--- config.mk ---
export PLATFORM = sky130hd
export DESIGN_NAME = hpack_field_block_tokenizer_core
export DESIGN_NICKNAME = d
export VERILOG_FILES = /design/src/rtl/core/hfbt_pkg.sv /design/src/rtl/core/hfbt_parser.sv /design/src/rtl/core/hfbt_rsp_fifo.sv /design/src/rtl/core/hpack_field_block_tokenizer_core.sv
export SDC_FILE = /design/constraint.sdc
export NUM_CORES = 1
export LEC_CHECK = 0
export BUFFER_PORTS_ARGS = -buffer_cell sky130_fd_sc_hd__buf_2
export CAP_MARGIN = 10
export CORE_MARGIN = 5
export CORE_UTILIZATION = 50
export CTS_BUF_LIST = sky130_fd_sc_hd__clkbuf_4 sky130_fd_sc_hd__clkbuf_8 sky130_fd_sc_hd__clkbuf_16
export DETAILED_ROUTE_END_ITERATION = 10
export PLACE_DENSITY = 0.77
export SLEW_MARGIN = 0
export SYNTH_ARGS = -nofsm -noshare
export SYNTH_HDL_FRONTEND = slang
export SYNTH_SLANG_ARGS = --single-unit
--- constraint.sdc ---
create_clock -name clock -period 11.2 [get_ports clock]
set_input_delay 2.24 -clock clock [delete_from_list [all_inputs] [get_ports clock]]
set_output_delay 2.24 -clock clock [all_outputs]
set_load 0.02 [all_outputs]
--- src/rtl/core/hfbt_pkg.sv ---
`timescale 1ns / 1ps
// ----------------------------------------------------------------------------
// hfbt_pkg
// Shared types and codes of the HPACK field block tokenizer.
// ----------------------------------------------------------------------------
package hfbt_pkg;

   localparam int RSP_DEPTH_DEFAULT = 4;
   localparam logic [31:0] ALLOWED_SIZE_RESET = 32'd4096;

   typedef enum logic [2:0] {
      PH_START      = 3'd0,
      PH_INT        = 3'd1,
      PH_NAME_LEN   = 3'd2,
      PH_VALUE_LEN  = 3'd3,
      PH_NAME_DATA  = 3'd4,
      PH_VALUE_DATA = 3'd5,
      PH_SKIP       = 3'd6
   } phase_type;

   typedef enum logic [2:0] {
      CTX_INDEXED   = 3'd0,
      CTX_LIT_ADD   = 3'd1,
      CTX_LIT_PLAIN = 3'd2,
      CTX_SIZE      = 3'd3,
      CTX_NAME_LEN  = 3'd4,
      CTX_VALUE_LEN = 3'd5
   } ctx_type;

   typedef enum logic [2:0] {
      KIND_INDEXED   = 3'd0,
      KIND_NAME_IDX  = 3'd1,
      KIND_STR_HDR   = 3'd2,
      KIND_PAYLOAD   = 3'd3,
      KIND_SIZE_UPD  = 3'd4,
      KIND_BLOCK_OK  = 3'd5,
      KIND_BLOCK_ERR = 3'd6
   } kind_type;

   typedef enum logic [1:0] {
      ERR_NONE     = 2'd0,
      ERR_TRUNC    = 2'd1,
      ERR_OVERFLOW = 2'd2,
      ERR_SIZE     = 2'd3
   } err_type;

   typedef struct packed {
      logic [7:0] data_byte;
      logic       block_end;
   } req_type;

   typedef struct packed {
      logic [2:0]  token_kind;
      logic [31:0] token_value;
      logic        huffman_flag;
      logic        adds_to_table;
      logic        string_is_value;
      logic [1:0]  error_code;
      logic        last_of_run;
   } rsp_type;

   typedef struct packed {
      logic [1:0] count;
      rsp_type    first;
      rsp_type    second;
   } push_type;

endpackage

--- src/rtl/core/hfbt_parser.sv ---
`timescale 1ns / 1ps
// ----------------------------------------------------------------------------
// hfbt_parser
// Per-byte representation parser: prefixed integers, strings, size updates,
// error latching and block end reporting. Gives up to two results per byte.
// ----------------------------------------------------------------------------
module hfbt_parser
   import hfbt_pkg::*;
(
   input  logic        clock,
   input  logic        reset,
   input  logic        step_en,
   input  req_type     step_data,
   input  logic [31:0] allowed_size,
   output push_type    push
);

   phase_type   phase_ff, phase_in;
   ctx_type     ctx_ff, ctx_in;
   logic [31:0] accum_ff, accum_in;
   logic [4:0]  shift_ff, shift_in;
   logic [31:0] remain_ff, remain_in;
   logic        pend_ff, pend_in;
   logic        saw_ff, saw_in;
   logic [1:0]  upd_ff, upd_in;
   logic [31:0] first_ff, first_in;
   logic [1:0]  err_ff, err_in;

   always_comb begin
      logic [7:0]  b;
      logic        beg;
      ctx_type     beg_ctx;
      logic [7:0]  beg_mask;
      logic [7:0]  beg_v;
      logic        fin;
      ctx_type     fin_ctx;
      logic [31:0] fin_v;
      logic        lat;
      err_type     lat_code;
      logic        tok_valid;
      rsp_type     tok;
      rsp_type     fin_rsp;
      logic [6:0]  chunk;
      logic [31:0] addend;
      logic [32:0] sum;
      logic [5:0]  shift6;

      b         = step_data.data_byte;
      beg       = 1'b0;
      beg_ctx   = CTX_INDEXED;
      beg_mask  = 8'h7f;
      beg_v     = '0;
      fin       = 1'b0;
      fin_ctx   = CTX_INDEXED;
      fin_v     = '0;
      lat       = 1'b0;
      lat_code  = ERR_NONE;
      tok_valid = 1'b0;
      tok       = '0;
      fin_rsp   = '0;
      chunk     = b[6:0];
      addend    = 32'(chunk) << shift_ff;
      sum       = {1'b0, accum_ff} + {1'b0, addend};
      shift6    = {1'b0, shift_ff} + 6'd7;

      phase_in  = phase_ff;
      ctx_in    = ctx_ff;
      accum_in  = accum_ff;
      shift_in  = shift_ff;
      remain_in = remain_ff;
      pend_in   = pend_ff;
      saw_in    = saw_ff;
      upd_in    = upd_ff;
      first_in  = first_ff;
      err_in    = err_ff;

      unique case (phase_ff)
         PH_START: begin
            if (b[7]) begin
               saw_in   = 1'b1;
               beg      = 1'b1;
               beg_ctx  = CTX_INDEXED;
               beg_mask = 8'h7f;
            end else if (b[6]) begin
               saw_in   = 1'b1;
               beg      = 1'b1;
               beg_ctx  = CTX_LIT_ADD;
               beg_mask = 8'h3f;
            end else if (b[5]) begin
               if (saw_ff || upd_ff >= 2'd2) begin
                  lat      = 1'b1;
                  lat_code = ERR_SIZE;
               end else begin
                  beg      = 1'b1;
                  beg_ctx  = CTX_SIZE;
                  beg_mask = 8'h1f;
               end
            end else begin
               saw_in   = 1'b1;
               beg      = 1'b1;
               beg_ctx  = CTX_LIT_PLAIN;
               beg_mask = 8'h0f;
            end
         end
         PH_INT: begin
            if (shift_ff > 5'd28 || (shift_ff >= 5'd28 && chunk > 7'h0f) || sum[32]) begin
               lat      = 1'b1;
               lat_code = ERR_OVERFLOW;
            end else begin
               accum_in = sum[31:0];
               if (!b[7]) begin
                  fin     = 1'b1;
                  fin_ctx = ctx_ff;
                  fin_v   = sum[31:0];
               end else begin
                  shift_in = shift6[4:0];
                  if (shift6 > 6'd28) begin
                     lat      = 1'b1;
                     lat_code = ERR_OVERFLOW;
                  end
               end
            end
         end
         PH_NAME_LEN, PH_VALUE_LEN: begin
            pend_in  = b[7];
            beg      = 1'b1;
            beg_ctx  = (phase_ff == PH_VALUE_LEN) ? CTX_VALUE_LEN : CTX_NAME_LEN;
            beg_mask = 8'h7f;
         end
         PH_NAME_DATA, PH_VALUE_DATA: begin
            tok_valid           = 1'b1;
            tok.token_kind      = KIND_PAYLOAD;
            tok.token_value     = {24'd0, b};
            tok.string_is_value = (phase_ff == PH_VALUE_DATA);
            remain_in           = remain_ff - 32'd1;
            if (remain_in == 32'd0) begin
               phase_in = (phase_ff == PH_VALUE_DATA) ? PH_START : PH_VALUE_LEN;
            end
         end
         default: begin
         end
      endcase

      if (beg) begin
         beg_v = b & beg_mask;
         if (beg_v < beg_mask) begin
            fin     = 1'b1;
            fin_ctx = beg_ctx;
            fin_v   = {24'd0, beg_v};
         end else begin
            ctx_in   = beg_ctx;
            accum_in = {24'd0, beg_v};
            shift_in = '0;
            phase_in = PH_INT;
         end
      end

      if (fin) begin
         fin_rsp.token_value = fin_v;
         case (fin_ctx)
            CTX_INDEXED: begin
               tok_valid          = 1'b1;
               fin_rsp.token_kind = KIND_INDEXED;
               phase_in           = PH_START;
            end
            CTX_LIT_ADD, CTX_LIT_PLAIN: begin
               tok_valid             = 1'b1;
               fin_rsp.token_kind    = KIND_NAME_IDX;
               fin_rsp.adds_to_table = (fin_ctx == CTX_LIT_ADD);
               phase_in              = (fin_v == 32'd0) ? PH_NAME_LEN : PH_VALUE_LEN;
            end
            CTX_SIZE: begin
               if (fin_v > allowed_size || (upd_ff == 2'd1 && fin_v < first_ff)) begin
                  lat      = 1'b1;
                  lat_code = ERR_SIZE;
               end else begin
                  if (upd_ff == 2'd0) begin
                     first_in = fin_v;
                  end
                  upd_in             = upd_ff + 2'd1;
                  tok_valid          = 1'b1;
                  fin_rsp.token_kind = KIND_SIZE_UPD;
                  phase_in           = PH_START;
               end
            end
            CTX_NAME_LEN, CTX_VALUE_LEN: begin
               tok_valid               = 1'b1;
               fin_rsp.token_kind      = KIND_STR_HDR;
               fin_rsp.huffman_flag    = pend_in;
               fin_rsp.string_is_value = (fin_ctx == CTX_VALUE_LEN);
               remain_in               = fin_v;
               if (fin_v != 32'd0) begin
                  phase_in = (fin_ctx == CTX_VALUE_LEN) ? PH_VALUE_DATA : PH_NAME_DATA;
               end else begin
                  phase_in = (fin_ctx == CTX_VALUE_LEN) ? PH_START : PH_VALUE_LEN;
               end
            end
            default: begin
               phase_in = PH_START;
            end
         endcase
         tok = fin_rsp;
      end

      if (lat) begin
         if (err_ff == ERR_NONE) begin
            err_in = lat_code;
         end
         phase_in = PH_SKIP;
      end

      push        = '0;
      push.first  = tok;
      push.second = '0;
      if (step_data.block_end) begin
         if (err_in != ERR_NONE) begin
            push.second.token_kind = KIND_BLOCK_ERR;
            push.second.error_code = err_in;
         end else if (phase_in != PH_START) begin
            push.second.token_kind = KIND_BLOCK_ERR;
            push.second.error_code = ERR_TRUNC;
         end else begin
            push.second.token_kind = KIND_BLOCK_OK;
         end
         push.second.last_of_run = 1'b1;
         if (tok_valid) begin
            push.count = 2'd2;
         end else begin
            push.first = push.second;
            push.count = 2'd1;
         end
         phase_in  = PH_START;
         ctx_in    = CTX_INDEXED;
         accum_in  = '0;
         shift_in  = '0;
         remain_in = '0;
         pend_in   = 1'b0;
         saw_in    = 1'b0;
         upd_in    = '0;
         first_in  = '0;
         err_in    = ERR_NONE;
      end else if (tok_valid) begin
         push.first.last_of_run = 1'b1;
         push.count             = 2'd1;
      end

      if (!step_en) begin
         push.count = 2'd0;
      end
   end

   always_ff @(posedge clock) begin
      if (reset) begin
         phase_ff  <= PH_START;
         ctx_ff    <= CTX_INDEXED;
         accum_ff  <= '0;
         shift_ff  <= '0;
         remain_ff <= '0;
         pend_ff   <= 1'b0;
         saw_ff    <= 1'b0;
         upd_ff    <= '0;
         first_ff  <= '0;
         err_ff    <= ERR_NONE;
      end else if (step_en) begin
         phase_ff  <= phase_in;
         ctx_ff    <= ctx_in;
         accum_ff  <= accum_in;
         shift_ff  <= shift_in;
         remain_ff <= remain_in;
         pend_ff   <= pend_in;
         saw_ff    <= saw_in;
         upd_ff    <= upd_in;
         first_ff  <= first_in;
         err_ff    <= err_in;
      end
   end

endmodule

--- src/rtl/core/hfbt_rsp_fifo.sv ---
`timescale 1ns / 1ps
// ----------------------------------------------------------------------------
// hfbt_rsp_fifo
// Result queue: takes up to two results per cycle, gives one per transaction.
// ----------------------------------------------------------------------------
module hfbt_rsp_fifo
   import hfbt_pkg::*;
#(
   parameter int DEPTH = RSP_DEPTH_DEFAULT
)
(
   input  logic     clock,
   input  logic     reset,
   input  push_type push,
   output logic     room,
   output logic     rsp_valid,
   input  logic     rsp_stall,
   output rsp_type  rsp_data
);

   localparam int AW = $clog2(DEPTH);
   localparam int CW = $clog2(DEPTH + 1);

   rsp_type       mem [DEPTH];
   logic [AW-1:0] wptr_ff, wptr_in;
   logic [AW-1:0] rptr_ff, rptr_in;
   logic [CW-1:0] count_ff, count_in;
   logic [AW-1:0] wptr_next;
   logic          pop;

   function automatic logic [AW-1:0] incr(input logic [AW-1:0] p);
      return (p == AW'(DEPTH - 1)) ? '0 : p + AW'(1);
   endfunction

   assign wptr_next = incr(wptr_ff);
   assign rsp_valid = (count_ff != '0);
   assign rsp_data  = mem[rptr_ff];
   assign pop       = rsp_valid && !rsp_stall;
   assign room      = (count_ff <= CW'(DEPTH - 2));

   always_comb begin
      wptr_in  = wptr_ff;
      rptr_in  = pop ? incr(rptr_ff) : rptr_ff;
      count_in = count_ff + CW'(push.count) - CW'(pop);
      case (push.count)
         2'd1:    wptr_in = wptr_next;
         2'd2:    wptr_in = incr(wptr_next);
         default: wptr_in = wptr_ff;
      endcase
   end

   always_ff @(posedge clock) begin
      if (push.count != 2'd0) begin
         mem[wptr_ff] <= push.first;
      end
      if (push.count == 2'd2) begin
         mem[wptr_next] <= push.second;
      end
   end

   always_ff @(posedge clock) begin
      if (reset) begin
         wptr_ff  <= '0;
         rptr_ff  <= '0;
         count_ff <= '0;
      end else begin
         wptr_ff  <= wptr_in;
         rptr_ff  <= rptr_in;
         count_ff <= count_in;
      end
   end

endmodule

--- src/rtl/core/hpack_field_block_tokenizer_core.sv ---
`timescale 1ns / 1ps
// ----------------------------------------------------------------------------
// hpack_field_block_tokenizer_core
// HPACK field block tokenizer: bytes in, representation tokens out.
// ----------------------------------------------------------------------------
// One field block byte per transaction; a byte waits in the input register
// until the result queue of RSP_DEPTH entries has room, then is parsed and
// gives up to two results, which enter the queue and are offered from it. A
// byte is taken every cycle while the queue has room for two results, so the
// sustained rate is one byte per cycle when results are drained at one per
// cycle; a byte with a token and the block end result queues two results. The
// user must write allowed_table_size through the csr port while the block is
// idle; the block itself does not enforce this. It resets to 4096.
module hpack_field_block_tokenizer_core
   import hfbt_pkg::*;
#(
   parameter int RSP_DEPTH = RSP_DEPTH_DEFAULT
)
(
   input  logic        clock,
   input  logic        reset,
   input  logic        req_valid,
   output logic        req_stall,
   input  req_type     req_data,
   output logic        rsp_valid,
   input  logic        rsp_stall,
   output rsp_type     rsp_data,
   input  logic        csr_valid,
   output logic        csr_ready,
   input  logic [31:0] csr_data
);

   req_type     in_ff;
   logic        full_ff, full_in;
   logic [31:0] allowed_ff;
   logic        room;
   logic        step_en;
   logic        accept;
   push_type    push;

   assign csr_ready = 1'b1;
   assign step_en   = full_ff && room;
   assign req_stall = full_ff && !room;
   assign accept    = req_valid && !req_stall;
   assign full_in   = accept ? 1'b1 : (step_en ? 1'b0 : full_ff);

   always_ff @(posedge clock) begin
      if (reset) begin
         full_ff    <= 1'b0;
         allowed_ff <= ALLOWED_SIZE_RESET;
      end else begin
         full_ff <= full_in;
         if (csr_valid && csr_ready) begin
            allowed_ff <= csr_data;
         end
      end
   end

   always_ff @(posedge clock) begin
      if (accept) begin
         in_ff <= req_data;
      end
   end

   hfbt_parser u_parser (
      .clock        (clock),
      .reset        (reset),
      .step_en      (step_en),
      .step_data    (in_ff),
      .allowed_size (allowed_ff),
      .push         (push)
   );

   hfbt_rsp_fifo #(
      .DEPTH (RSP_DEPTH)
   ) u_rsp_fifo (
      .clock     (clock),
      .reset     (reset),
      .push      (push),
      .room      (room),
      .rsp_valid (rsp_valid),
      .rsp_stall (rsp_stall),
      .rsp_data  (rsp_data)
   );

endmodule

Word level (Yosys, flattened, before mapping)
Memories as Yosys holds them, arrays and structs flattened. A register that Yosys moved wholly into a read port is not among the register bits.
Cells that the tools add are included.
Widths: inputs -> output; s select.
{ "word_totals": {"wordCells": 239, "regBits": 162, "out_inout_bits": 44, "mem_count": 1, "in_bits": 46, "ram_bits": 164} }
{ "memory_table": {"columns": ["memory", "words", "word_bits", "read_ports", "rd_ports_with_merged_regs", "wr", "line", "text"], "rows": [
  ["u_rsp_fifo.mem", 4, 41, 1, 1, 2, "hfbt_rsp_fifo.sv:24", "rsp_type mem [DEPTH];"]
]} }
{ "op_classes": {"n_reduce_logical": 40, "n_addsub": 9, "n_shift": 1, "n_mux": 142, "eq_ne": 19, "bitwise_logic": 1, "n_lt_le_gt_ge": 9} }
{ "op_table": {"columns": ["op", "n"], "rows": [
  ["$mux 32", 19],
  ["$mux 41", 2],
  ["$mux 3", 23],
  ["$logic_not 32->1", 2],
  ["$mux 2", 31],
  ["$mux 1", 46],
  ["$mux 40", 1],
  ["$mux 34", 1],
  ["$add 32x32->33", 1],
  ["$gt 32x32->1", 1],
  ["$lt 32x32->1", 1],
  ["$reduce_bool 32->1", 1],
  ["$shl 7x5->32", 1],
  ["$sub 32x1->32 const B", 1],
  ["$mux 5", 6],
  ["$mux 8", 3],
  ["$pmux 3 s3", 2],
  ["$reduce_bool 2->1", 9],
  ["$mux 7", 2],
  ["$eq 3x2->1 const B", 4],
  ["$eq 3x3->1 const B", 4],
  ["$add 2x1->2 const B", 4],
  ["$and 8x8->8", 1],
  ["$eq 2x2->1 const B", 4],
  ["28 further kinds", 51]
]} }

Depth between registers and ports, before layout
{ "depth": {"ltp_word": 23, "mapped_depth": 40} }

Modules after synthesis
Synthesis repeated with hierarchy kept, for this count alone.
{ "hier_totals": {"cells_unflattened": 2143, "hier_area_um2": 21204.1} }
{ "modules_own_cells": {"columns": ["mod", "seq_area_each_um2", "area_each_um2", "cells_each", "instances"], "rows": [
  ["hfbt_parser", 2262.2, 11101.9, 1559, 1],
  ["hfbt_rsp_fifo", 5104.9, 8600.7, 464, 1],
  ["hpack_field_block_tokenizer_core", 930.9, 1501.4, 120, 1]
]} }

Least setup slack after synthesis
Ideal clock, no wire load.
{ "synth_path": {"path_kind": "flip-flop to flip-flop", "startpoint": "reg u_parser.shift_ff[0]", "endpoint": "mem u_rsp_fifo.mem[1][0] (netlist bit) (enable)", "path_buffers": 7, "arrival_ps": 7841, "path_stages_with_launch": 37, "setup_slack_ps": 3083, "cell_sequence": "dfxtp_1 > clkbuf_1 > clkinv_1 > and3_1 > a21oi_1 > mux2_2 > nor2_1 > ha_1 > clkbuf_1 > a21oi_1 > o22ai_1 > a41o_1 > a21o_1 > a21o_1 > a211oi_2 > clkbuf_1 > clkbuf_1 > and2_1 > ha_1 > a21o_1 > a21o_1 > a21oi_1 > nor2_1 > a211o_1 > a2111oi_2 > a211o_1 > nor4_4 > nor3_4 > buf_4 > inv_1 > ha_1 > nand2_1 > ha_1 > clkbuf_1 > a21oi_1 > clkbuf_1 > inv_1"} }
{ "synth_rtl": {"columns": ["item", "line", "text"], "rows": [
  ["start, declared", "hfbt_parser.sv:21", "logic [4:0] shift_ff, shift_in;"],
  ["start signal, assigned", "hfbt_parser.sv:268", "shift_ff <= shift_in;"],
  ["end, declared", "hfbt_rsp_fifo.sv:24", null]
]} }

==> results.toml <==
[power_and_ir_drop]
totalPowerFinal_w = 0.00331
powerDensity_nw_per_um2 = 158
leakagePower_nw = 8.38
irDropWorstVdd_v = 0.0000935

[logic_synthesis]
syn_inst = 2218
syn_area_sq_um = 18900
avgSynthCellArea_sq_um = 8.51
ys_top_cells_by_area = "dfxtp_1 (31%), ha_1 (7.8%), nand2_1 (5.3%)"
synth_edf_count = 33
ys_warn_count = 0
syn_nets = 2384
synthFlopType = "dfxtp_1"
synth_seq_area_share_pct = 36.5
netlist.area_leader.share_pct = 31.3
ys_ff_latch = 328
yosys.area.top_type = "dfxtp_1"
yosysUniqueCellTypes = 81
synthArstFlopShare_pct = 0

[worst_setup_path]
cp_top_family = "compound AO/OA/AOI/OAI gates"
cp_max_fo = 24
endpoint_kind = "register"
crit_path_top_delay_cell = "a21o_1"
slowest_delay_ns = 0.74
cp_num_buf_inv = 3
startpoint = "u_parser.shift_ff[0]"
crit_arrival_ns = 10.46
criticalPathCategory = "reg -> reg"
r2r-start = "u_parser.shift_ff[0]"
cp-start-kind = "register"
critPathRequiredTime_ns = 11.60
crit_top_cell = "nand2_1"

[clock_tree]
root_buffer = "clkbuf_16"
insertion_delay_ns = 0.57
clk_path_buf_depth = 3
clk_pin_slew_ns = 0.06
cts_hold_buf = 0
cts_setup_buffers = 0
cts_buffers = 38
htree_levels = 2
cts_resized = 0
clock-sinks = 328
cts_tree = "yes"

[final_layout]
layout_common_cells = "dfxtp_1 (293), nand2_1 (267), nor2_1 (223)"
num-nets-final = 2409
post-route-util_pct = 56.0
final_common_cell = "dfxtp_1"
insertedDiodeCount = 0
area_growth_pct = 11.3
layout-drive-gt1-share_pct = 11.6

[floorplan]
num_rows = 71
coreArea_sq_um = 37500
die_x_um = 204
ios = 90
die_h_um = 204
initial_core_util_pct = 50.3
die_area_sq_um = 41700

[detailed_routing]
initialDrtViolationCount = 1762
routedWlPerCell_um = 21.1
drt_first_pass_iters = 6
ant_nets = 0
vias = 17508
drt-total-wl_um = 58800
routed_via_density = 6.29
post-route-drc-count = 0

[global_route]
first_global_vias = 17078
grt_overflow = 0
antenna_found_initial = 0
grtUsageTotal_pct = 27.6
grt_pass1_wl_um = 93100
grt_start_max_net_pins = 70

[sta]
grt_setup_unrepaired = "no"
timing.hold.ws_ns = 0.449
worst_slew_pin_slew_ns = 1.20
max_freq_ghz = 0.0994
finalClockSkew_ns = 0.0213
period_needed_ns = 10.06
maxSlewHeadroom_pct = 19.6
timing.final.setup_violations = 0
finalHoldViolations = 0
fin_crit_sh_pct = 89.8
tns_ns = 0
final_max_slew_viol_count = 0

[status]
status = "finished, final reports clean"

[placement]
gp_congestion = 0.998
hpwlAfterDp_um = 42800
io_buffers = 88

[worst_hold_path]
min-delay-start = "u_rsp_fifo.mem[1][36]"
hold_path.class = "reg -> reg"

[flow_run]
drv_cap = 0
-- layer usage --
metal	vias up	track usage (%)	wire length, um
met5	-	0	0
met4	0	12.2	2600
met3	182	5.00	4870
met2	832	45.8	27700
met1	8378	35.3	23600
li1	8116	-	-
-- where the power goes --
group / internal, W / total (W) / switching, W / leakage, nW
Clock: 0.000805 / 0.00134 / 0.000535 / 0.666
Combinational: 0.000243 / 0.000648 / 0.000405 / 5.01
Sequential: 0.00127 / 0.00133 / 0.0000548 / 2.70
Total: 0.00232 / 0.00331 / 0.000995 / 8.38
-- cell type report --
class	count	area [sq um]
Fill cell	3401	16500
Clock inverter	26	330
Inverter	121	454
Tap cell	511	639
Multi-Input combinational cell	1641	11000
Timing Repair Buffer	113	627
Sequential cell	328	6900
Clock buffer	44	1030
-- per-stage QoR --
stage | cell area (sq um) | setup WS, ns | instances
floorplan | 18900 | 3.08 | 2218
global placement | 19700 | 1.52 | 2713
detailed placement | 19700 | 1.39 | 2714
CTS | 21000 | 1.36 | 2784
global route | 21000 | 0.467 | 2784
finish | 21000 | 1.14 | 2784
-- registers in the layout, summed over array words and instances (netlist names), 5 cells and up, named ones only --
signal,flops
allowed_ff,32
in_ff,9
u_parser.accum_ff,32
u_parser.first_ff,32
u_parser.remain_ff,32
u_parser.shift_ff,5
u_rsp_fifo.mem,164
-- final timing paths --
kind,end,slack (ns),depth (start not counted)
setup reg to reg,u_rsp_fifo.mem[1][31],1.14,34
hold reg to reg,u_rsp_fifo.mem[1][36],0.45,2
setup / recovery,u_rsp_fifo.mem[1][31],1.14,34
hold / removal,u_rsp_fifo.mem[1][36],0.45,2
-- cell families after synthesis --
group                    count (synthesis)  share of synthesized area (%)
AO/OA/AOI/OAI                          646                           22.6
XOR/XNOR                                34                           1.58
adder cells (fa/ha/maj)                120                           8.04
buffers and inverters                  249                           5.13
flip-flops                             328                           36.5
multiplexers                            96                           7.87
other                                    1                         0.0199
AND/OR/NAND/NOR                        744                           18.2
-- synthesized netlist by cell type (all sizes together) (15+ instances only) --
master	number
xnor2	16
o2bb2ai	29
a21o	41
nor3	47
a21oi	116
nand4	29
nand2	267
edfxtp	33
dfxtp	295
nor2	228
mux4	41
a22oi	41
mux2i	46
buf	29
nor2b	16
nor4	24
or3	15
o21ai	192
clkbuf	99
a211oi	20
a22o	45
xor2	18
o22ai	27
o211ai	21
and2	35
ha	118
nand3	26
a31oi	19
inv	120
-- worst reg2reg max path: cells and delay by family (launching register included) --
family | cells | cell delay [ns]
buffers and inverters | 3 | 0.65
adder cells (fa/ha/maj) | 4 | 1.48
flip-flops | 1 | 0.60
AND/OR/NAND/NOR | 16 | 3.55
AO/OA/AOI/OAI | 11 | 3.59
Power figures use the tool's default switching activity.
